[src/hdl/smf_pkg.sv]
`timescale 1ns / 1ps
// ----------------------------------------------------------------------------
// smf_pkg: shared types and constants of the slotted message queue
// Field widths, action and status codes, and the reset value of the limit.
// ----------------------------------------------------------------------------
package smf_pkg;

  localparam int ACTION_W = 2;
  localparam int SIZE_W   = 7;
  localparam int BYTE_W   = 8;
  localparam int STATUS_W = 2;

  typedef logic [ACTION_W-1:0] action_t;
  typedef logic [SIZE_W-1:0]   size_t;
  typedef logic [BYTE_W-1:0]   byte_t;
  typedef logic [STATUS_W-1:0] status_t;

  localparam action_t ACT_PUSH_BEGIN = 2'd0;
  localparam action_t ACT_PUSH_BYTE  = 2'd1;
  localparam action_t ACT_POP        = 2'd2;

  localparam status_t ST_PUSH_OK     = 2'd0;
  localparam status_t ST_PUSH_REJECT = 2'd1;
  localparam status_t ST_POP_EMPTY   = 2'd2;
  localparam status_t ST_POP_DATA    = 2'd3;

  localparam size_t LIMIT_RESET = 7'd64;

endpackage

[src/hdl/smf_ram.sv]
`timescale 1ns / 1ps
// ----------------------------------------------------------------------------
// smf_ram: generic simple dual-port RAM
// One write port and one read port; read data is registered and holds its
// value in cycles without a read.
// ----------------------------------------------------------------------------
module smf_ram #(
  parameter int  WIDTH = 8,
  parameter int  DEPTH = 16,
  localparam int AW    = (DEPTH > 1) ? $clog2(DEPTH) : 1
) (
  input  logic             clk,
  input  logic             wr_en,
  input  logic [AW-1:0]    wr_addr,
  input  logic [WIDTH-1:0] wr_data,
  input  logic             rd_en,
  input  logic [AW-1:0]    rd_addr,
  output logic [WIDTH-1:0] rd_data
);

  logic [WIDTH-1:0] mem [DEPTH];
  logic [WIDTH-1:0] rd_data_r;

  always_ff @(posedge clk) begin
    if (wr_en) begin
      mem[wr_addr] <= wr_data;
    end
    if (rd_en) begin
      rd_data_r <= mem[rd_addr];
    end
  end

  assign rd_data = rd_data_r;

endmodule

[src/hdl/slotted_message_fifo_top.sv]
`timescale 1ns / 1ps
// A push item gives its single result in the cycle after the transfer.
// A pop reads the slot size and first byte from RAM, and its first result is
// registered from that read, then one byte per cycle while out_ready is high.
// One push item per cycle while out_ready is high; the input is not ready again
// until a pop of a stored message has sent its last result.
// Reset (synchronous, rst_n low) empties the queue, closes any open push and
// sets the limit to 64; the RAM contents are not cleared.
// ----------------------------------------------------------------------------
// slotted_message_fifo_top: ring queue of fixed-stride message slots
// Messages are pushed byte by byte into a payload RAM and popped as a stream
// of bytes with a last marker; slot sizes live in a second small RAM.
// ----------------------------------------------------------------------------
module slotted_message_fifo_top #(
  parameter int SLOTS     = 8,
  parameter int MAX_BYTES = 64
) (
  input  logic             clk,
  input  logic             rst_n,
  input  logic             cfg_wr_en,
  input  smf_pkg::size_t   cfg_wr_data,
  input  logic             in_valid,
  output logic             in_ready,
  input  smf_pkg::action_t in_action,
  input  smf_pkg::size_t   in_msg_size,
  input  smf_pkg::byte_t   in_data_byte,
  output logic             out_valid,
  input  logic             out_ready,
  output smf_pkg::status_t out_status,
  output smf_pkg::byte_t   out_byte,
  output smf_pkg::size_t   out_size,
  output logic             out_last
);

  import smf_pkg::*;

  localparam int DEPTH = SLOTS * MAX_BYTES;
  localparam int AW    = $clog2(DEPTH);
  localparam int CW    = $clog2(SLOTS);
  localparam logic [CW-1:0] SLOT_LAST = CW'(SLOTS - 1);
  localparam size_t MAX_SIZE = SIZE_W'(MAX_BYTES);

  typedef enum logic [1:0] {S_IDLE, S_POP_LEN, S_POP_DATA} state_t;

  state_t        state_r, state_nxt;
  size_t         limit_r, limit_nxt;
  logic [CW-1:0] wr_slot_r, wr_slot_nxt, rd_slot_r, rd_slot_nxt;
  logic          wr_phase_r, wr_phase_nxt, rd_phase_r, rd_phase_nxt;
  logic          open_r, open_nxt;
  size_t         offset_r, offset_nxt, length_r, length_nxt;
  logic [AW-1:0] pop_base_r, pop_base_nxt;
  size_t         pop_idx_r, pop_idx_nxt, pop_len_r, pop_len_nxt;

  logic          out_valid_r, out_valid_nxt, out_last_r, out_last_nxt;
  status_t       out_status_r, out_status_nxt;
  byte_t         out_byte_r, out_byte_nxt;
  size_t         out_size_r, out_size_nxt;

  logic          pay_we, pay_re, size_we, size_re;
  logic [AW-1:0] pay_waddr, pay_raddr, wr_base, rd_base;
  byte_t         pay_rdata;
  size_t         size_wdata, size_rdata, eff_limit, pop_len;
  logic          out_free, accept, empty, full;

  assign out_free = !out_valid_r || out_ready;
  assign in_ready = (state_r == S_IDLE) && out_free;
  assign accept   = in_valid && in_ready;

  assign empty = (wr_slot_r == rd_slot_r) && (wr_phase_r == rd_phase_r);
  assign full  = (wr_slot_r == rd_slot_r) && (wr_phase_r != rd_phase_r);

  assign wr_base   = AW'(wr_slot_r) * AW'(MAX_BYTES);
  assign rd_base   = AW'(rd_slot_r) * AW'(MAX_BYTES);
  assign eff_limit = (limit_r > MAX_SIZE) ? MAX_SIZE : limit_r;
  assign pop_len   = (size_rdata > MAX_SIZE) ? MAX_SIZE : size_rdata;

  always_comb begin
    state_nxt      = state_r;
    limit_nxt      = cfg_wr_en ? cfg_wr_data : limit_r;
    wr_slot_nxt    = wr_slot_r;
    wr_phase_nxt   = wr_phase_r;
    rd_slot_nxt    = rd_slot_r;
    rd_phase_nxt   = rd_phase_r;
    open_nxt       = open_r;
    offset_nxt     = offset_r;
    length_nxt     = length_r;
    pop_base_nxt   = pop_base_r;
    pop_idx_nxt    = pop_idx_r;
    pop_len_nxt    = pop_len_r;
    out_valid_nxt  = out_valid_r && !out_ready;
    out_status_nxt = out_status_r;
    out_byte_nxt   = out_byte_r;
    out_size_nxt   = out_size_r;
    out_last_nxt   = out_last_r;
    pay_we         = 1'b0;
    pay_waddr      = wr_base + AW'(offset_r);
    pay_re         = 1'b0;
    pay_raddr      = pop_base_r + AW'(pop_idx_r + 7'd1);
    size_we        = 1'b0;
    size_wdata     = length_r;
    size_re        = 1'b0;

    case (state_r)
      S_IDLE: begin
        if (accept) begin
          case (in_action)
            ACT_PUSH_BEGIN: begin
              // A new push_begin always abandons any push still open.
              open_nxt       = 1'b0;
              offset_nxt     = '0;
              out_valid_nxt  = 1'b1;
              out_byte_nxt   = '0;
              out_size_nxt   = '0;
              out_last_nxt   = 1'b1;
              if (eff_limit == '0 || in_msg_size > eff_limit || full) begin
                out_status_nxt = ST_PUSH_REJECT;
              end else begin
                out_status_nxt = ST_PUSH_OK;
                open_nxt       = 1'b1;
                length_nxt     = in_msg_size;
                if (in_msg_size == '0) begin
                  size_we    = 1'b1;
                  size_wdata = '0;
                  open_nxt   = 1'b0;
                  if (wr_slot_r == SLOT_LAST) begin
                    wr_slot_nxt  = '0;
                    wr_phase_nxt = !wr_phase_r;
                  end else begin
                    wr_slot_nxt = wr_slot_r + CW'(1);
                  end
                end
              end
            end
            ACT_PUSH_BYTE: begin
              out_valid_nxt = 1'b1;
              out_byte_nxt  = '0;
              out_size_nxt  = '0;
              out_last_nxt  = 1'b1;
              if (!open_r || offset_r >= length_r) begin
                open_nxt       = 1'b0;
                out_status_nxt = ST_PUSH_REJECT;
              end else begin
                out_status_nxt = ST_PUSH_OK;
                pay_we         = 1'b1;
                offset_nxt     = offset_r + 7'd1;
                if (offset_r + 7'd1 == length_r) begin
                  size_we    = 1'b1;
                  open_nxt   = 1'b0;
                  offset_nxt = '0;
                  if (wr_slot_r == SLOT_LAST) begin
                    wr_slot_nxt  = '0;
                    wr_phase_nxt = !wr_phase_r;
                  end else begin
                    wr_slot_nxt = wr_slot_r + CW'(1);
                  end
                end
              end
            end
            ACT_POP: begin
              if (empty) begin
                out_valid_nxt  = 1'b1;
                out_status_nxt = ST_POP_EMPTY;
                out_byte_nxt   = '0;
                out_size_nxt   = '0;
                out_last_nxt   = 1'b1;
              end else begin
                // Fetch the size and the first byte together.
                size_re      = 1'b1;
                pay_re       = 1'b1;
                pay_raddr    = rd_base;
                pop_base_nxt = rd_base;
                state_nxt    = S_POP_LEN;
                if (rd_slot_r == SLOT_LAST) begin
                  rd_slot_nxt  = '0;
                  rd_phase_nxt = !rd_phase_r;
                end else begin
                  rd_slot_nxt = rd_slot_r + CW'(1);
                end
              end
            end
            default: begin
            end
          endcase
        end
      end
      S_POP_LEN: begin
        if (out_free) begin
          out_valid_nxt  = 1'b1;
          out_status_nxt = ST_POP_DATA;
          pop_len_nxt    = pop_len;
          pop_idx_nxt    = '0;
          if (pop_len == '0) begin
            out_byte_nxt = '0;
            out_size_nxt = '0;
            out_last_nxt = 1'b1;
            state_nxt    = S_IDLE;
          end else begin
            out_byte_nxt = pay_rdata;
            out_size_nxt = pop_len;
            out_last_nxt = (pop_len == 7'd1);
            if (pop_len == 7'd1) begin
              state_nxt = S_IDLE;
            end else begin
              pay_re      = 1'b1;
              pay_raddr   = pop_base_r + AW'(1);
              pop_idx_nxt = 7'd1;
              state_nxt   = S_POP_DATA;
            end
          end
        end
      end
      S_POP_DATA: begin
        if (out_free) begin
          out_valid_nxt  = 1'b1;
          out_status_nxt = ST_POP_DATA;
          out_byte_nxt   = pay_rdata;
          out_size_nxt   = pop_len_r;
          out_last_nxt   = (pop_idx_r + 7'd1 == pop_len_r);
          if (pop_idx_r + 7'd1 == pop_len_r) begin
            state_nxt = S_IDLE;
          end else begin
            pay_re      = 1'b1;
            pop_idx_nxt = pop_idx_r + 7'd1;
          end
        end
      end
      default: begin
        state_nxt = S_IDLE;
      end
    endcase
  end

  always_ff @(posedge clk) begin
    if (!rst_n) begin
      state_r     <= S_IDLE;
      limit_r     <= LIMIT_RESET;
      wr_slot_r   <= '0;
      wr_phase_r  <= 1'b0;
      rd_slot_r   <= '0;
      rd_phase_r  <= 1'b0;
      open_r      <= 1'b0;
      offset_r    <= '0;
      length_r    <= '0;
      out_valid_r <= 1'b0;
    end else begin
      state_r     <= state_nxt;
      limit_r     <= limit_nxt;
      wr_slot_r   <= wr_slot_nxt;
      wr_phase_r  <= wr_phase_nxt;
      rd_slot_r   <= rd_slot_nxt;
      rd_phase_r  <= rd_phase_nxt;
      open_r      <= open_nxt;
      offset_r    <= offset_nxt;
      length_r    <= length_nxt;
      out_valid_r <= out_valid_nxt;
    end
    pop_base_r   <= pop_base_nxt;
    pop_idx_r    <= pop_idx_nxt;
    pop_len_r    <= pop_len_nxt;
    out_status_r <= out_status_nxt;
    out_byte_r   <= out_byte_nxt;
    out_size_r   <= out_size_nxt;
    out_last_r   <= out_last_nxt;
  end

  smf_ram #(
    .WIDTH (BYTE_W),
    .DEPTH (DEPTH)
  ) u_payload_ram (
    .clk     (clk),
    .wr_en   (pay_we),
    .wr_addr (pay_waddr),
    .wr_data (in_data_byte),
    .rd_en   (pay_re),
    .rd_addr (pay_raddr),
    .rd_data (pay_rdata)
  );

  smf_ram #(
    .WIDTH (SIZE_W),
    .DEPTH (SLOTS)
  ) u_size_ram (
    .clk     (clk),
    .wr_en   (size_we),
    .wr_addr (wr_slot_r),
    .wr_data (size_wdata),
    .rd_en   (size_re),
    .rd_addr (rd_slot_r),
    .rd_data (size_rdata)
  );

  assign out_valid  = out_valid_r;
  assign out_status = out_status_r;
  assign out_byte   = out_byte_r;
  assign out_size   = out_size_r;
  assign out_last   = out_last_r;

endmodule

[config.mk]
export PLATFORM = sky130hd
export DESIGN_NAME = slotted_message_fifo_top
export DESIGN_NICKNAME = d
export VERILOG_FILES = /design/src/hdl/smf_pkg.sv /design/src/hdl/smf_ram.sv /design/src/hdl/slotted_message_fifo_top.sv
export SDC_FILE = /design/constraint.sdc
export NUM_CORES = 2
export LEC_CHECK = 0
export BUFFER_PORTS_ARGS = -buffer_cell sky130_fd_sc_hd__buf_2
export CAP_MARGIN = 10
export CELL_PAD_IN_SITES_DETAIL_PLACEMENT = 1
export CELL_PAD_IN_SITES_GLOBAL_PLACEMENT = 2
export CORE_MARGIN = 2
export CORE_UTILIZATION = 45
export DETAILED_ROUTE_END_ITERATION = 10
export GPL_ROUTABILITY_DRIVEN = 0
export PLACE_DENSITY = 0.79
export SYNTH_ARGS = -nofsm -noshare
export SYNTH_HDL_FRONTEND = slang
export SYNTH_MEMORY_MAX_BITS = 65536
export SYNTH_SLANG_ARGS = --single-unit
export TNS_END_PERCENT = 100
[constraint.sdc]
create_clock -name clk -period 4.7 [get_ports clk]
set_clock_uncertainty 0.1 [all_clocks]
set_input_delay 0.47 -clock clk [delete_from_list [all_inputs] [get_ports clk]]
set_output_delay 0.47 -clock clk [all_outputs]
set_load 0.05 [all_outputs]
After elaboration in Yosys (flattened, before gate mapping). Memory sizes are Yosys's and may differ from the RTL's. A register that Yosys moved wholly into a read port is not among the register bits. Cells that the tools add are included.

Register bits: 68. Bits in latches: 0. Bits in writable memories: 4152. Word-level logic and storage cells: 205. Memories kept: 2. ROM bits: 0. Output and inout port bits: 20.

Magnitude comparators: 4. Bitwise operators: 2. $add $sub $neg: 8. Multiply operators: 0. Div/mod/pow operators: 0. Equality and inequality tests: 28. Shift operators: 0. Reductions and logical operators: 36. Mux-type cells: 108.

Memories: u_payload_ram.mem (words 512, bits a word 8, rd ports 1, clocked after memory_dff 1, write ports 1, line smf_ram.sv:21) `logic [WIDTH-1:0] mem [DEPTH];`; u_size_ram.mem (words 8, bits a word 7, rd ports 1, clocked after memory_dff 1, write ports 1, line smf_ram.sv:21).

Operators by type and width (count): 7-bit 2-to-1 mux (17); 9-bit 2-to-1 mux (6); 1-bit 2-to-1 mux (44); 7-bit one-hot mux with 2 select lines (3); 8-bit 2-to-1 mux (5); 8-bit one-hot mux with 3 select lines (1); 2-bit 2-to-1 mux (11); 7-bit zero test (3); 7-bit one-hot mux with 3 select lines (1); 2-bit != test (second input constant) (10); 4-bit AND reduction (5); 3-bit 2-to-1 mux (6); 9-bit one-hot mux with 2 select lines (1); 8-bit one-hot mux with 2 select lines (1); 7-bit by 1-bit adder with 7-bit output (second input constant) (2); 7-bit equality test (2); 7-bit > comparator (second input constant) (2); 1-bit one-hot mux with 2 select lines (6); 2-bit one-hot mux with 3 select lines (2); 6-bit AND reduction (2); 5-bit AND reduction (2); 9-bit by 1-bit adder with 9-bit output (second input constant) (1); 9-bit by 7-bit adder with 9-bit output (1); 9-bit by 8-bit adder with 9-bit output (1); other kinds (28) (51).

Logic depth before layout (Yosys ltp).
Depth after elaboration: 11. Depth in mapped cells: 19.

Modules after synthesis. A second synthesis with hierarchy kept.

Cell total of the unflattened synthesis: 8575. Area, all modules: 166598.5 sq um.

By module, submodules not included: smf_ram at u_payload_ram (cells an instance 8030, instances 1, area an instance 160007.2 sq um); slotted_message_fifo_top (cells an instance 444, instances 1, area an instance 4155.2 sq um); smf_ram at u_size_ram (cells an instance 101, instances 1, area an instance 2436.1 sq um).

Least setup slack after synthesis. OpenSTA, ideal clock, no wires.

Kind: register -> register. Start: reg offset_r[0]. End: mem u_payload_ram.mem[365][0], enable pin. Data arrival time: 3.418 ns. Path slack: 0.812 ns. Data required time: 4.229 ns. Buffers on the path: 3. Setup time: 0.371 ns. Stages on the path, launching flop included: 16. Cells stage by stage: dfxtp_1 inv_1 ha_1 nand2b_1 a21o_1 a21o_1 a21o_1 a21o_1 a21oi_1 o21a_1 and3_1 clkbuf_1 buf_1 nand3_1 clkbuf_1 nor2_1.

Longest elaborated chain between the ends: 8. Elaborated cells between the ends (all ways): 9. Classes of those cells: 1 x add/sub; 1 x order compare; 6 x mux; 1 x reduce/logical.

RTL lines: start: declaration (line slotted_message_fifo_top.sv:50) `size_t offset_r, offset_nxt, length_r, length_nxt;`; start signal: assignment (line slotted_message_fifo_top.sv:253) `offset_r <= offset_nxt;`; 7-bit >= comparator (line slotted_message_fifo_top.sv:139) `if (!open_r || offset_r >= length_r) begin`; 1-bit logical OR (line slotted_message_fifo_top.sv:139); 1-bit 2-to-1 mux (line slotted_message_fifo_top.sv:139); 1-bit 2-to-1 mux (line slotted_message_fifo_top.sv:106) `case (in_action)`; 1-bit 2-to-1 mux (line slotted_message_fifo_top.sv:105) `if (accept) begin`; 1-bit 2-to-1 mux (line slotted_message_fifo_top.sv:103) `case (state_r)`; 1-bit 2-to-1 mux (line smf_ram.sv:25) `if (wr_en) begin`; 1-bit 2-to-1 mux (not written as such) (line smf_ram.sv:26) `mem[wr_addr] <= wr_data;`; end: declaration (line smf_ram.sv:21).

Several ways; a longest one is shown, not always the timed one.

Worst setup path after layout.
Start: reg state_r[1]. End: reg u_payload_ram.rd_data_r[5] (netlist: u_payload_ram.rd_data[5]), read port of u_payload_ram.mem, data pin.

Longest elaborated chain between the ends: 5. Elaborated cells between the ends (all ways): 9. Classes of those cells: 2 x eq/ne; 4 x mux; 3 x reduce/logical.

RTL lines: start: declaration (line slotted_message_fifo_top.sv:45) `state_t state_r, state_nxt;`; start signal: assignment (line slotted_message_fifo_top.sv:246) `state_r <= state_nxt;`; 2-bit zero test (line slotted_message_fifo_top.sv:66, slotted_message_fifo_top.sv:103); 1-bit logical AND (line slotted_message_fifo_top.sv:66) `assign in_ready = (state_r == S_IDLE) && out_free;`; 1-bit logical AND (line slotted_message_fifo_top.sv:67) `assign accept = in_valid && in_ready;`; 1-bit 2-to-1 mux / 9-bit 2-to-1 mux (equally long branches) (line slotted_message_fifo_top.sv:105); 1-bit one-hot mux with 3 select lines / 9-bit one-hot mux with 2 select lines (equally long branches) (line slotted_message_fifo_top.sv:103); end: declaration (line smf_ram.sv:22) `logic [WIDTH-1:0] rd_data_r;`.

Several ways; a longest one is shown, not always the timed one. A chain may end at the register's enable or synchronous reset.

==> reports/results.ini <==
[die]
die_area_mm2=0.380
die_width_um=616
io_pins=49
die_y_um=616
coreArea_mm2=0.373
row_count=224
initial_core_util=0.453

[sta]
period_needed_ps=4760
finalWorstSetupSlack_ps=-59.4
tightest_slew_ps=1260
max-slew-margin-rel=0.158
slew_violations=0
fmax_ghz=0.210
rsz0062_at_grt=yes
finalCritPeriodShare=1.01
hold_viol=0
final-setup-viol-count=10

[setup_path]
crit_path_end_kind=flip-flop
critical_path_arrival_ps=5370
path_class=flip-flop to flip-flop
crit_fanout=30
worst_ep_required_time_ps=5310
r2r-start=state_r[1]
slowest_delay_ps=540
cp-start-kind=flip-flop
reg2reg_to=u_payload_ram.rd_data[5]
cp_slowest_cell=o2111ai_1
path_cells=inv_1, ha_1, buf_4, inv_4, nand4_1, o211ai_4, buf_12, buf_4, buf_12, buf_4, a211oi_1, buf_4, o2111ai_1, a211o_1, o22ai_2, a211oi_1, nand4_1
critical_path_buf_inv_count=8
r2r_slack_ps=-60
path_delay_family=compound AO/OA/AOI/OAI gates
ff2ff_path_depth=17
crit_path_frequent_cell=buf_4

[routing]
via_per_inst=6.20
vias=107000
drtIter0Drc=13100
routedWlPerCell_um=32.7
drc=0
antenna_left=0
firstDrtPassIters=8
wl_um=562000

[finish]
finalNonFillerCells=17200
nNetsFinal=11900
final_layout_size_suffix_gt1_frac=0.221
final_area_mm2=0.200
area_growth_pct=18.6

[global_routing]
grt_max_degree=162
grt.total_usage=0.290
grt_pass1_wl_um=801000
grt_pass1_vias=111000
antenna_found_initial=35
grt-ovfl-total=0

[yosys]
synth.avg_cell_area_um2=16.0
ys_ff_latch=4235
async_reset_ff_frac=0
synth_cells=10600
synth_cell_types=96
syn_area_mm2=0.169
synth_edf_count=4202
synthFlopType=edfxtp_1
synth-seq-area-share=0.752
yosys_warnings=0
syn_nets=10600

[cts]
cts-htree-levels=5
cts.reportedPaths.clkPinSlew_ps=70
cts_root_buffer=clkbuf_16
clock_tree.buffer_depth=4
cts_buffers=432
tritoncts=yes
clock_latency_ps=1010
cts.sinks=4235

[power_and_ir_drop]
p_sw_w=0.0273
intPower_w=0.0679
p_leak_nw=68.2
power_frac_comb=0.202
p_per_area_mw_per_mm2=475
netSwitchingFraction=0.287
peakVddDrop_mv=0.404
p_seq_frac=0.438
pwr-share-clk=0.360

[place]
dp.cells=16300
hpwlAfterDp_um=360000
post-place-ws_ps=-629
place_area_mm2=0.184
port_buffers=48

[run_status]
status=complete, but fails checks
violations=setup timing

[run]
max_cap_violations=0

[min_path]
hold_depth=4
hold_start=in_action[1]
min_to=out_status[0]
hold_class=primary input to flip-flop

worst register-to-register path, stage by stage, from the launching register on:
cell,delay (ps)
dfxtp_2,360
inv_1,90
ha_1,220
buf_4,190
inv_4,90
nand4_1,160
o211ai_4,240
buf_12,180
buf_4,210
buf_12,230
buf_4,430
a211oi_1,160
buf_4,170
o2111ai_1,540
a211o_1,300
o22ai_2,160
a211oi_1,510
nand4_1,160
cell usage in the layout (no fill, tap or decap), drive strengths merged, types with 59 or more instances in the layout:
master,synthesis,routed
a22o,59,59
a211oi,97,97
mux2i,397,397
nand2,1771,1771
nand3,493,493
mux4,386,386
clkbuf,249,538
a21oi,241,241
nor2,596,596
o21ai,88,88
and3,162,162
a32oi,138,138
buf,438,1450
a31oi,204,204
nor3,78,78
clkinv,0,202
a22oi,157,157
o22ai,76,76
edfxtp,4202,4202
nand4,76,76
worst max path at each step:
stage | from | to | depth (start not counted)
6_report | state_r[1] | u_payload_ram.rd_data[5] | 17
5_1_grt | offset_r[0] | u_payload_ram.mem[446][2] | 13
4_1_cts | state_r[1] | u_payload_ram.rd_data[5] | 17
3_5_place_dp | state_r[0] | u_payload_ram.rd_data[5] | 18
3_3_place_gp | in_action[0] | u_payload_ram.rd_data[5] | 16
2_1_floorplan | offset_r[0] | u_payload_ram.mem[365][0] | 15
cell type report:
class | count | area [µm²]
Inverter | 33 | 126
Clock buffer | 535 | 11300
Timing Repair Buffer | 1502 | 13700
Sequential cell | 4235 | 127000
Tap cell | 4972 | 6220
Clock inverter | 269 | 2570
Antenna cell | 18 | 45.0
Fill cell | 35000 | 173000
Multi-Input combinational cell | 5605 | 39300
Yosys cell counts, types with 71 or more instances:
cell type,count,area share
a211oi_1,93,0.0041
a21oi_1,239,0.0071
a22oi_1,156,0.0069
a31oi_1,203,0.0075
a32oi_1,138,0.0072
and3_1,162,0.0060
buf_2,282,0.0084
buf_4,77,0.0034
clkbuf_1,249,0.0055
edfxtp_1,4202,0.75
mux2i_1,397,0.024
mux4_2,386,0.052
nand2_1,1769,0.039
nand3_1,492,0.015
nand4_1,76,0.0028
nor2_1,595,0.013
nor3_1,75,0.0022
o21ai_0,71,0.0021
o22ai_1,76,0.0028
power groups by stage:
stage | combinational (W) | clock (W) | sequential, W
3_5_place_dp | 0.0180 | 0 | 0.0425
3_3_place_gp | 0.0176 | 0 | 0.0425
2_1_floorplan | 0.00912 | 0 | 0.0426
4_1_cts | 0.0187 | 0.0345 | 0.0417
6_report | 0.0192 | 0.0342 | 0.0417
5_1_grt | 0.0199 | 0.0358 | 0.0417
sequential cells by signal, summed over array words and instances (netlist names), 3 cells and up:
signal	count
u_payload_ram.mem	4096
wr_slot_r	3
pop_len_r	7
u_size_ram.rd_data	7
u_size_ram.mem	56
out_byte	8
limit_r	7
pop_base_r	3
out_size	7
length_r	7
offset_r	7
u_payload_ram.rd_data	8
pop_idx_r	7
rd_slot_r	3
kinds of logic (layout without fill, tap and decap cells):
| logic type | count (synthesis) | count (layout) | synth area share |
|---|---|---|---|
| buffers and inverters | 720 | 2339 | 0.0217 |
| adders and majority gates | 34 | 34 | 0.00252 |
| AOI/OAI and AO/OA | 1391 | 1391 | 0.0598 |
| xor gates and xnor gates | 36 | 36 | 0.00211 |
| muxes | 810 | 810 | 0.0769 |
| and+or+nand+nor | 3334 | 3334 | 0.0850 |
| DFF | 4235 | 4235 | 0.752 |
| other | 0 | 18 | 0 |
per-stage QoR:
stage           util  total power, W  hold slack, ps  TNS (ps)
2_1_floorplan      -          0.0517             329         0
3_3_place_gp   0.494          0.0601             371     -3980
3_5_place_dp   0.494          0.0605             403     -4300
4_1_cts        0.535          0.0949            38.9     -20.4
5_1_grt        0.537          0.0974            87.8     -9730
6_report       0.537          0.0952            82.8      -205
layer usage:
metal,part of all wire,GRT usage,vias to the layer above
li1,-,-,43700
met1,0.38,0.387,55800
met2,0.48,0.466,5805
met3,0.091,0.0506,1139
met4,0.051,0.134,14
met5,0.00018,0,-
repair_timing:
item,CTS,global route
hold endpoints to repair,389,0
setup buffers,13,24
resized for setup,85,116
pin swaps,15,30
hold buffers,45,0
cloned,5,2
setup endpoints to repair,16,215
No activity file was read; power rests on OpenSTA's default activity.
